File: src/rtl/swarq_pkg.sv
// ============================================================================
// swarq_pkg: shared types and constants for the sliding-window ARQ sender
// Holds the input and result beat structs, action and reply codes, and the
// frame descriptor kept in the window and backlog stores.
// ============================================================================
package swarq_pkg;

    localparam int WINDOW_DEPTH_DEF  = 8;
    localparam int BACKLOG_DEPTH_DEF = 16;

    localparam logic [1:0] ACT_SEND    = 2'd0;
    localparam logic [1:0] ACT_REPLY   = 2'd1;
    localparam logic [1:0] ACT_TIMEOUT = 2'd2;

    localparam logic [1:0] KIND_ACK = 2'd1;
    localparam logic [1:0] KIND_NAK = 2'd2;

    localparam logic CFG_MODE  = 1'b0;
    localparam logic CFG_LIMIT = 1'b1;

    typedef struct packed {
        logic [1:0]  action;
        logic [31:0] frame_seq;
        logic [7:0]  frame_len;
        logic [7:0]  frame_tag;
        logic [1:0]  reply_kind;
        logic [31:0] reply_ack;
    } t_in_beat;

    typedef struct packed {
        logic [7:0]  tx_tag;
        logic [31:0] tx_seq;
        logic [7:0]  tx_len;
        logic        is_resend;
        logic        overflow;
        logic        last;
    } t_out_beat;

    typedef struct packed {
        logic [31:0] seq;
        logic [7:0]  len;
        logic [7:0]  tag;
    } t_desc;

endpackage

File: src/rtl/swarq_ram.sv
// ============================================================================
// swarq_ram: generic single-port-write, single-read RAM
// One write port and one read port with registered read data.
// ============================================================================
module swarq_ram #(
    parameter int WIDTH = 48,
    parameter int DEPTH = 16
) (
    input  logic                     i_clk,
    input  logic                     i_we,
    input  logic [$clog2(DEPTH)-1:0] i_waddr,
    input  logic [WIDTH-1:0]         i_wdata,
    input  logic [$clog2(DEPTH)-1:0] i_raddr,
    output logic [WIDTH-1:0]         o_rdata
);
    logic [WIDTH-1:0] r_mem [DEPTH];
    logic [WIDTH-1:0] r_rdata;

    always_ff @(posedge i_clk) begin
        if (i_we) begin
            r_mem[i_waddr] <= i_wdata;
        end
        r_rdata <= r_mem[i_raddr];
    end

    assign o_rdata = r_rdata;
endmodule

File: src/rtl/swarq_front.sv
// ============================================================================
// swarq_front: input queue stage
// Registers accepted input beats in a two-entry queue so the engine behind it
// can stall independently of the producer.
// ============================================================================
module swarq_front (
    input  logic                 i_clk,
    input  logic                 i_rst_n,
    input  logic                 i_push,
    output logic                 o_full,
    input  swarq_pkg::t_in_beat  i_beat,
    output logic                 o_valid,
    input  logic                 i_take,
    output swarq_pkg::t_in_beat  o_beat
);
    import swarq_pkg::*;

    t_in_beat   r_q [2];
    logic       r_rd;
    logic       r_wr;
    logic [1:0] r_cnt;

    logic do_push;
    logic do_pop;

    assign o_full  = (r_cnt == 2'd2);
    assign o_valid = (r_cnt != 2'd0);
    assign o_beat  = r_q[r_rd];
    assign do_push = i_push && !o_full;
    assign do_pop  = i_take && o_valid;

    always_ff @(posedge i_clk) begin
        if (!i_rst_n) begin
            r_rd  <= 1'b0;
            r_wr  <= 1'b0;
            r_cnt <= 2'd0;
        end else begin
            if (do_push) begin
                r_wr <= ~r_wr;
            end
            if (do_pop) begin
                r_rd <= ~r_rd;
            end
            r_cnt <= r_cnt + {1'b0, do_push} - {1'b0, do_pop};
        end
    end

    always_ff @(posedge i_clk) begin
        if (do_push) begin
            r_q[r_wr] <= i_beat;
        end
    end
endmodule

File: src/rtl/swarq_engine.sv
// ============================================================================
// swarq_engine: window and backlog sequencer
// Carries out one event at a time: appends sends to the backlog, scans the
// window for ack, nak and timeout matches one entry per cycle, and emits
// transmits into a held result register ahead of a two-deep output queue.
// ============================================================================
module swarq_engine #(
    parameter int WINDOW_DEPTH  = swarq_pkg::WINDOW_DEPTH_DEF,
    parameter int BACKLOG_DEPTH = swarq_pkg::BACKLOG_DEPTH_DEF
) (
    input  logic                 i_clk,
    input  logic                 i_rst_n,
    input  logic                 i_mode,
    input  logic [3:0]           i_limit,
    input  logic                 i_valid,
    output logic                 o_take,
    input  swarq_pkg::t_in_beat  i_beat,
    output logic                 o_empty,
    input  logic                 i_pop,
    output swarq_pkg::t_out_beat o_beat
);
    import swarq_pkg::*;

    localparam int WW = (WINDOW_DEPTH > 1) ? $clog2(WINDOW_DEPTH) : 1;
    localparam int BW = $clog2(BACKLOG_DEPTH);
    localparam int WC = $clog2(WINDOW_DEPTH + 1);
    localparam int BC = $clog2(BACKLOG_DEPTH + 1);

    typedef enum logic [5:0] {
        ST_IDLE  = 6'b000001,
        ST_SCAN  = 6'b000010,
        ST_GBN   = 6'b000100,
        ST_RFREQ = 6'b001000,
        ST_RFOUT = 6'b010000,
        ST_EMIT  = 6'b100000
    } t_state;

    t_state         r_state, n_state;
    t_in_beat       r_ev;
    logic [WW-1:0]  r_whead;
    logic [WC-1:0]  r_wcnt;
    logic [BW-1:0]  r_bhead;
    logic [BC-1:0]  r_bcnt;
    logic [WC-1:0]  r_idx;
    logic           r_pend;     // a result is held back until we know if it is last
    t_out_beat      r_pbeat;

    // Window store is small and read at one scan address: flip-flops.
    t_desc          r_win [WINDOW_DEPTH];

    // Output two-deep queue.
    t_out_beat      r_oq [2];
    logic           r_ord, r_owr;
    logic [1:0]     r_ocnt;

    logic [WC-1:0]  lim;
    logic [WW-1:0]  widx;
    t_desc          wdesc;
    logic           room;
    logic           emit;
    t_out_beat      ebeat;
    logic           flush;
    logic           out_pop;
    logic           push_q;
    logic           b_we;
    logic [BW-1:0]  b_waddr;
    logic [47:0]    b_rdata;
    logic [31:0]    match_key;
    logic           release_mode;

    // Ring pointer wrap: the sum is always below twice the depth.
    function automatic logic [WW-1:0] wrap_w(int unsigned v);
        return (v >= WINDOW_DEPTH) ? WW'(v - WINDOW_DEPTH) : WW'(v);
    endfunction

    function automatic logic [BW-1:0] wrap_b(int unsigned v);
        return (v >= BACKLOG_DEPTH) ? BW'(v - BACKLOG_DEPTH) : BW'(v);
    endfunction

    always_comb begin
        if (i_limit == 4'd0) begin
            lim = WC'(1);
        end else if ({28'd0, i_limit} > WINDOW_DEPTH) begin
            lim = WC'(WINDOW_DEPTH);
        end else begin
            lim = WC'(i_limit);
        end
    end

    assign widx  = wrap_w(32'(r_whead) + 32'(r_idx));
    assign wdesc = r_win[widx];
    // Room for two beats so a held result and a new one can both land.
    assign room  = (r_ocnt == 2'd0);
    assign out_pop = i_pop && !o_empty;
    assign o_empty = (r_ocnt == 2'd0);
    assign o_beat  = r_oq[r_ord];
    assign o_take  = (r_state == ST_IDLE) && !r_pend && room && i_valid;
    assign b_waddr = wrap_b(32'(r_bhead) + 32'(r_bcnt));
    assign b_we    = o_take && (i_beat.action == ACT_SEND) && (r_bcnt != BC'(BACKLOG_DEPTH));
    assign match_key    = (r_ev.action == ACT_TIMEOUT) ? r_ev.frame_seq : r_ev.reply_ack;
    assign release_mode = (r_ev.action == ACT_REPLY) &&
                          ((!i_mode) || (r_ev.reply_kind == KIND_ACK));
    // Held result goes out when a newer one arrives or at event end.
    assign push_q  = r_pend ? (emit || flush) : (emit && flush);

    swarq_ram #(.WIDTH(48), .DEPTH(BACKLOG_DEPTH)) u_backlog (
        .i_clk  (i_clk),
        .i_we   (b_we),
        .i_waddr(b_waddr),
        .i_wdata({i_beat.frame_seq, i_beat.frame_len, i_beat.frame_tag}),
        .i_raddr(r_bhead),
        .o_rdata(b_rdata)
    );

    // Sequencer: emit produces a beat; flush marks the held beat, or a beat emitted with it, last.
    always_comb begin
        n_state = r_state;
        emit    = 1'b0;
        flush   = 1'b0;
        ebeat   = '0;
        unique case (r_state)
            ST_IDLE: begin
                if (o_take) begin
                    unique case (i_beat.action)
                        ACT_SEND: begin
                            if (r_bcnt == BC'(BACKLOG_DEPTH)) begin
                                n_state = ST_EMIT;
                            end else if (r_wcnt < lim) begin
                                n_state = ST_RFREQ;
                            end
                        end
                        ACT_REPLY: begin
                            if (!i_mode || i_beat.reply_kind == KIND_ACK ||
                                i_beat.reply_kind == KIND_NAK) begin
                                n_state = ST_SCAN;
                            end else begin
                                n_state = ST_RFREQ;
                            end
                        end
                        ACT_TIMEOUT: begin
                            n_state = i_mode ? ST_SCAN : ST_GBN;
                        end
                        default: n_state = ST_IDLE;
                    endcase
                end
            end
            ST_EMIT: begin
                // Overflow result.
                emit = 1'b1;
                ebeat.overflow = 1'b1;
                flush = 1'b1;
                n_state = ST_IDLE;
            end
            ST_SCAN: begin
                if (r_idx >= r_wcnt) begin
                    if (r_ev.action == ACT_REPLY) begin
                        n_state = ST_RFREQ;
                    end else begin
                        flush = 1'b1;
                        n_state = ST_IDLE;
                    end
                end else if (wdesc.seq == match_key) begin
                    if (!release_mode) begin
                        if (room) begin
                            emit = 1'b1;
                            ebeat.tx_tag = wdesc.tag;
                            ebeat.tx_seq = wdesc.seq;
                            ebeat.tx_len = wdesc.len;
                            ebeat.is_resend = 1'b1;
                            if (r_ev.action == ACT_REPLY) begin
                                n_state = ST_RFREQ;
                            end else begin
                                flush = 1'b1;
                                n_state = ST_IDLE;
                            end
                        end
                    end else begin
                        n_state = ST_RFREQ;
                    end
                end
            end
            ST_GBN: begin
                if (r_idx >= r_wcnt) begin
                    flush = 1'b1;
                    n_state = ST_IDLE;
                end else if (room) begin
                    emit = 1'b1;
                    ebeat.tx_tag = wdesc.tag;
                    ebeat.tx_seq = wdesc.seq;
                    ebeat.tx_len = wdesc.len;
                    ebeat.is_resend = 1'b1;
                end
            end
            ST_RFREQ: begin
                // Backlog RAM read address is r_bhead; data valid next cycle.
                if (r_wcnt < lim && r_bcnt != '0) begin
                    n_state = ST_RFOUT;
                end else begin
                    flush = 1'b1;
                    n_state = ST_IDLE;
                end
            end
            ST_RFOUT: begin
                if (room) begin
                    emit = 1'b1;
                    ebeat.tx_seq = b_rdata[47:16];
                    ebeat.tx_len = b_rdata[15:8];
                    ebeat.tx_tag = b_rdata[7:0];
                    n_state = (r_ev.action == ACT_SEND) ? ST_IDLE : ST_RFREQ;
                    flush = (r_ev.action == ACT_SEND);
                end
            end
            default: n_state = ST_IDLE;
        endcase
    end

    always_ff @(posedge i_clk) begin
        if (!i_rst_n) begin
            r_state <= ST_IDLE;
            r_whead <= '0;
            r_wcnt  <= '0;
            r_bhead <= '0;
            r_bcnt  <= '0;
            r_idx   <= '0;
            r_pend  <= 1'b0;
            r_ord   <= 1'b0;
            r_owr   <= 1'b0;
            r_ocnt  <= 2'd0;
        end else begin
            r_state <= n_state;
            if (r_state == ST_IDLE) begin
                r_idx <= '0;
                if (b_we) begin
                    r_bcnt <= r_bcnt + BC'(1);
                end
            end
            if (r_state == ST_SCAN) begin
                if (r_idx < r_wcnt && wdesc.seq == match_key) begin
                    if (release_mode) begin
                        r_whead <= wrap_w(32'(r_whead) + 32'(r_idx) + 32'd1);
                        r_wcnt  <= r_wcnt - r_idx - WC'(1);
                    end
                end else if (r_idx >= r_wcnt) begin
                    if (release_mode) begin
                        r_whead <= '0;
                        r_wcnt  <= '0;
                    end
                end else begin
                    r_idx <= r_idx + WC'(1);
                end
            end
            if (r_state == ST_GBN && emit) begin
                r_idx <= r_idx + WC'(1);
            end
            if (r_state == ST_RFOUT && emit) begin
                r_bhead <= wrap_b(32'(r_bhead) + 32'd1);
                r_bcnt  <= r_bcnt - BC'(1);
                r_wcnt  <= r_wcnt + WC'(1);
            end
            if (emit) begin
                r_pend <= ~flush;
            end else if (flush) begin
                r_pend <= 1'b0;
            end
            if (push_q) begin
                r_owr <= ~r_owr;
            end
            if (out_pop) begin
                r_ord <= ~r_ord;
            end
            r_ocnt <= r_ocnt + {1'b0, push_q} - {1'b0, out_pop};
        end
    end

    // Payload registers.
    always_ff @(posedge i_clk) begin
        if (o_take) begin
            r_ev <= i_beat;
        end
        if (emit) begin
            r_pbeat <= ebeat;
        end
        if (r_state == ST_RFOUT && emit) begin
            r_win[wrap_w(32'(r_whead) + 32'(r_wcnt))] <= b_rdata;
        end
        // Emit with a held beat pushes the held one. Emit and flush together
        // only happen on the first result of an event, which goes in as last.
        if (emit && r_pend) begin
            r_oq[r_owr] <= '{tx_tag: r_pbeat.tx_tag, tx_seq: r_pbeat.tx_seq,
                             tx_len: r_pbeat.tx_len, is_resend: r_pbeat.is_resend,
                             overflow: r_pbeat.overflow, last: 1'b0};
        end else if (emit && flush) begin
            r_oq[r_owr] <= '{tx_tag: ebeat.tx_tag, tx_seq: ebeat.tx_seq,
                             tx_len: ebeat.tx_len, is_resend: ebeat.is_resend,
                             overflow: ebeat.overflow, last: 1'b1};
        end else if (flush && r_pend) begin
            r_oq[r_owr] <= '{tx_tag: r_pbeat.tx_tag, tx_seq: r_pbeat.tx_seq,
                             tx_len: r_pbeat.tx_len, is_resend: r_pbeat.is_resend,
                             overflow: r_pbeat.overflow, last: 1'b1};
        end
    end
endmodule

File: src/rtl/sliding_window_arq_sender.sv
// ============================================================================
// sliding_window_arq_sender: go-back-N / selective-repeat ARQ sender
// Queue-style input and result ports around a window/backlog sequencer.
// ============================================================================
// Events are handled one at a time, and the next one is taken only after
// every result of the previous one has left the output queue. A send into a
// full window is only appended to the backlog, an overflow yields one
// overflow result and a send that transmits reads the backlog head out. A
// reply or timeout scans the window entry by entry, then a reply refills
// the window from the backlog RAM through a read-request and an output
// state per frame. A result waits while the output queue holds a beat, so
// receiver stalls hold an event up. Each result is held one step so the
// final one can be marked last; results then drain through a small output
// queue.
module sliding_window_arq_sender #(
    parameter int WINDOW_DEPTH  = swarq_pkg::WINDOW_DEPTH_DEF,
    parameter int BACKLOG_DEPTH = swarq_pkg::BACKLOG_DEPTH_DEF
) (
    input  logic                 i_clk,
    input  logic                 i_rst_n,
    input  logic                 push,
    output logic                 full,
    input  swarq_pkg::t_in_beat  i_in,
    output logic                 empty,
    input  logic                 pop,
    output swarq_pkg::t_out_beat o_out,
    input  logic                 i_cfg_we,
    input  logic                 i_cfg_idx,
    input  logic [3:0]           i_cfg_data
);
    import swarq_pkg::*;

    logic     r_mode;
    logic [3:0] r_limit;
    logic     f_valid;
    logic     f_take;
    t_in_beat f_beat;

    always_ff @(posedge i_clk) begin
        if (!i_rst_n) begin
            r_mode  <= 1'b0;
            r_limit <= 4'd4;
        end else if (i_cfg_we) begin
            case (i_cfg_idx)
                CFG_MODE:  r_mode  <= i_cfg_data[0];
                CFG_LIMIT: r_limit <= i_cfg_data;
                default:   r_mode  <= r_mode;
            endcase
        end
    end

    swarq_front u_front (
        .i_clk  (i_clk),
        .i_rst_n(i_rst_n),
        .i_push (push),
        .o_full (full),
        .i_beat (i_in),
        .o_valid(f_valid),
        .i_take (f_take),
        .o_beat (f_beat)
    );

    swarq_engine #(
        .WINDOW_DEPTH (WINDOW_DEPTH),
        .BACKLOG_DEPTH(BACKLOG_DEPTH)
    ) u_engine (
        .i_clk  (i_clk),
        .i_rst_n(i_rst_n),
        .i_mode (r_mode),
        .i_limit(r_limit),
        .i_valid(f_valid),
        .o_take (f_take),
        .i_beat (f_beat),
        .o_empty(empty),
        .i_pop  (pop),
        .o_beat (o_out)
    );
endmodule

File: config.mk
export PLATFORM = sky130hd
export DESIGN_NAME = sliding_window_arq_sender
export DESIGN_NICKNAME = d
export VERILOG_FILES = /design/src/rtl/swarq_pkg.sv /design/src/rtl/swarq_ram.sv /design/src/rtl/swarq_front.sv /design/src/rtl/swarq_engine.sv /design/src/rtl/sliding_window_arq_sender.sv
export SDC_FILE = /design/constraint.sdc
export NUM_CORES = 2
export LEC_CHECK = 0
export BUFFER_PORTS_ARGS = -buffer_cell sky130_fd_sc_hd__clkbuf_2
export CORE_ASPECT_RATIO = 1.2
export CORE_MARGIN = 2
export CORE_UTILIZATION = 40
export DETAILED_ROUTE_END_ITERATION = 10
export HOLD_SLACK_MARGIN = 0.06
export PLACE_DENSITY = 0.55
export REMOVE_ABC_BUFFERS = 1
export SLEW_MARGIN = 0
export SYNTH_ARGS = -nofsm -noshare
export SYNTH_HDL_FRONTEND = slang
export SYNTH_SLANG_ARGS = --single-unit
File: constraint.sdc
create_clock -name i_clk -period 10.55 [get_ports i_clk]
set_input_delay 1.055 -clock i_clk [delete_from_list [all_inputs] [get_ports i_clk]]
set_output_delay 1.055 -clock i_clk [all_outputs]
set_load 0.02 [all_outputs]
==> run_results.csv <==
group,metric,value,unit
status,status,"finished clean",
timing,worst_hold_slack,0.439,ns
finish,drive_above_1_share,24.3,%
timing,slew_headroom,27.9,%
routing,ant_nets,0,
timing,fin_crit_sh,71.3,%
yosys,synth.avg_cell_area,19.4,um2
hold_path,hp-class,"in2reg",
placement,io_buffers,146,
finish,nFillCells,13200,
global_route,grt_pass1_wl,225000,um
timing,finalSetupViolations,0,
power_and_ir_drop,vdd_drop_max,0.134,mV
clocking,clk_latency,0.81,ns
hold_path,hold_depth,1,
power_and_ir_drop,p_leak,22.3,nW
yosys,synthTopCellsByArea,"edfxtp_1, mux4_2, mux2_2, mux2i_1, dfxtp_1",
yosys,async_flop_share,0,%
floorplanning,fp.dieW,367,um
routing,highest_layer,"met4",
timing,fin_crit,7.52,ns
routing,dr.pass1.iters,7,
placement,dp_cells,5398,
clocking,cts_resized,0,
run,drv_cap,0,
global_route,antenna_found_initial,12,
floorplanning,dieArea,0.161,mm2
critical_path,r2r_cells,13,
timing,tightestPinTransition,1.08,ns
clocking,cts_tree,"yes",
clocking,cts-root-buf,"clkbuf_16",
yosys,syn_inst,3254,
routing,wl_met1,67200,um
timing,grt_setup_unrepaired,"no",
timing,fmax,0.133,GHz
timing,hold_viol_final,0,
yosys,yosys-top-cells-count,"edfxtp_1, mux2i_1, mux2_2",
clocking,cts.sinks,1630,
power_and_ir_drop,p_per_area,206,mW/mm2
routing,vias_per_cell,5.43,
global_route,grt_pass1_vias,31400,
clocking,holdBufCountCts,0,
critical_path,path_class,"reg2reg",
routing,wl_met2,76800,um
clocking,h-tree-depth,4,
floorplanning,chipHeight,439,um
routing,vias,30900,
clocking,cts_setup_buffers,0,
yosys,synth_cell_types,64,
clocking,numCtsBuffers,164,
routing,wl,158000,um
routing,wl_per_cell,27.7,um
yosys,synth-warning-count,0,
timing,setup_ws,3.03,ns
timing,skew,0.0302,ns
routing,drc_errors,0,
clocking,clock_path_buffers,3,
floorplanning,ios,147,
yosys,synth-seq-area-share,76.1,%
placement,post-place-ws,2.79,ns
finish,final_nets,3596,
timing,drv_slew,0,
critical_path,required,11.08,ns
yosys,synth.largest_area_cell,"edfxtp_1",
global_route,grt_max_degree,117,
routing,drtIter0Drc,2617,
yosys,syn_area,0.0631,mm2
placement,dp_hpwl,88600,um
timing,tns,0,ns
floorplanning,core-area,0.157,mm2
critical_path,arrival,8.05,ns
global_route,grt_overflow,0,
yosys,ys_seq_elements,1630,
yosys,synth_enable_flop_cells,1540,
routing,wl_met3,8940,um
critical_path,crit_path_start_kind,"flip-flop",
yosys,synth_top_area_share,73.3,%
clocking,clk_pin_slew,0.06,ns
critical_path,crit_path_end_kind,"flip-flop",
finish,synthToLayoutAreaGrowth,13.7,%
global_route,track_usage,19.5,%
floorplanning,start_util,40.3,%
yosys,ys.flop_type,"edfxtp_1",
critical_path,critPathMaxFanout,50,
floorplanning,rows,159,
yosys,synth.most_common_cell,"edfxtp_1",
placement,gp_congestion,0.774,
finish,fin_cells,5697,
## path summary, 6_finish.rpt
kind,slack [ns],from,to
worst max-delay path,3.03,u_engine.r_idx[1],u_engine.r_oq[1][44]
worst min-delay path,0.44,i_in[29],u_front.r_q[0][29]
worst max register to register,3.03,u_engine.r_idx[1],u_engine.r_oq[1][44]
worst min register to register,0.47,r_limit[0],r_limit[0]
## layer usage
layer | up-vias | global-route usage (%)
met3 | 228 | 3.67
met5 | - | 0
li1 | 13600 | -
met4 | 0 | 6.51
met2 | 911 | 32.1
met1 | 16200 | 26.0
## layout make-up
type | count | area [um2] | area share [%]
flip-flops and latches | 1630 | 48100 | 67.0
multi-input cells | 1438 | 14500 | 20.2
clock buffers | 220 | 4520 | 6.30
well taps | 2093 | 2620 | 3.65
repair buffers | 211 | 1260 | 1.75
clock inverters | 76 | 667 | 0.929
inverters | 26 | 97.6 | 0.136
diodes | 3 | 7.51 | 0.0105
## logic make-up after synthesis
group           share of synthesized area [%]
xor+xnor                                0.829
flops                                    76.1
mux                                      14.7
fa+ha+maj                               0.674
buf+inv                                  1.26
compound gates                           4.03
simple gates                             2.39
## sequential cells by signal (all words and copies together), names as in the netlist, named ones only
| register | flops |
|---|---|
| u_engine.r_state | 6 |
| u_engine.r_oq | 102 |
| u_engine.r_pbeat | 50 |
| u_engine.r_ocnt | 2 |
| u_front.r_wr | 1 |
| u_engine.r_wcnt | 4 |
| u_engine.u_backlog.o_rdata | 48 |
| u_front.r_q | 168 |
| u_engine.r_idx | 4 |
| u_engine.u_backlog.r_mem | 768 |
| u_engine.r_win | 384 |
| u_engine.r_whead | 3 |
| r_mode | 1 |
| u_engine.r_ev | 68 |
| u_front.r_cnt | 2 |
| r_limit | 4 |
| u_engine.r_bcnt | 5 |
| u_engine.r_owr | 1 |
| u_engine.r_pend | 1 |
| u_front.r_rd | 1 |
| u_engine.r_bhead | 4 |
| u_engine.r_ord | 1 |
## layout by cell type, fill, tap and decap left out, types with 11 or more instances in the layout
cell / netlist / final
edfxtp_1: 1540 / 1540
mux2i_1: 217 / 217
mux2_2: 196 / 196
mux4_2: 192 / 192
clkbuf_16: 0 / 170
clkbuf_2: 0 / 146
nand2_1: 122 / 121
o21ai_0: 118 / 118
dfxtp_1: 90 / 84
a21oi_1: 65 / 63
buf_4: 5 / 62
nor2_1: 76 / 54
a22oi_1: 50 / 50
mux2_1: 50 / 50
a221oi_1: 49 / 49
xnor2_1: 48 / 48
clkbuf_1: 101 / 42
a22o_1: 32 / 32
clkinv_1: 0 / 30
inv_1: 26 / 25
ha_1: 26 / 25
nor2_4: 0 / 22
clkinv_2: 0 / 21
o21ai_1: 19 / 19
nand3_1: 18 / 18
and2_1: 18 / 17
a32o_1: 16 / 16
nand4_1: 13 / 13
nor2b_1: 14 / 11
## metrics by stage
stage	utilization (%)	cell area [um2]	power [W]
after floorplan	-	62400	0.00861
after global placement	42.5	66600	0.00927
after detailed placement	42.5	66600	0.00929
after CTS	45.8	71800	0.0150
after global routing	45.8	71800	0.0153
final	45.8	71800	0.0148
## power breakdown
group	switching, W	internal, W
Combinational	0.000830	0.000358
Clock	0.00243	0.00323
Sequential	0.000284	0.00765
Total	0.00355	0.0112
## critical path: stages (launching register included)
cell and delay, ns:
dfxtp_1 0.46, inv_1 0.13, fa_4 1.25, buf_4 0.63
mux4_2 0.40, mux2i_1 0.30, xnor2_1 0.21, nand4_1 0.31
nor4_4 0.58, nand2_2 0.23, o221ai_4 0.42, buf_4 0.71
nand3_4 0.87, mux2_1 0.63
Power figures use the tool's default switching activity.
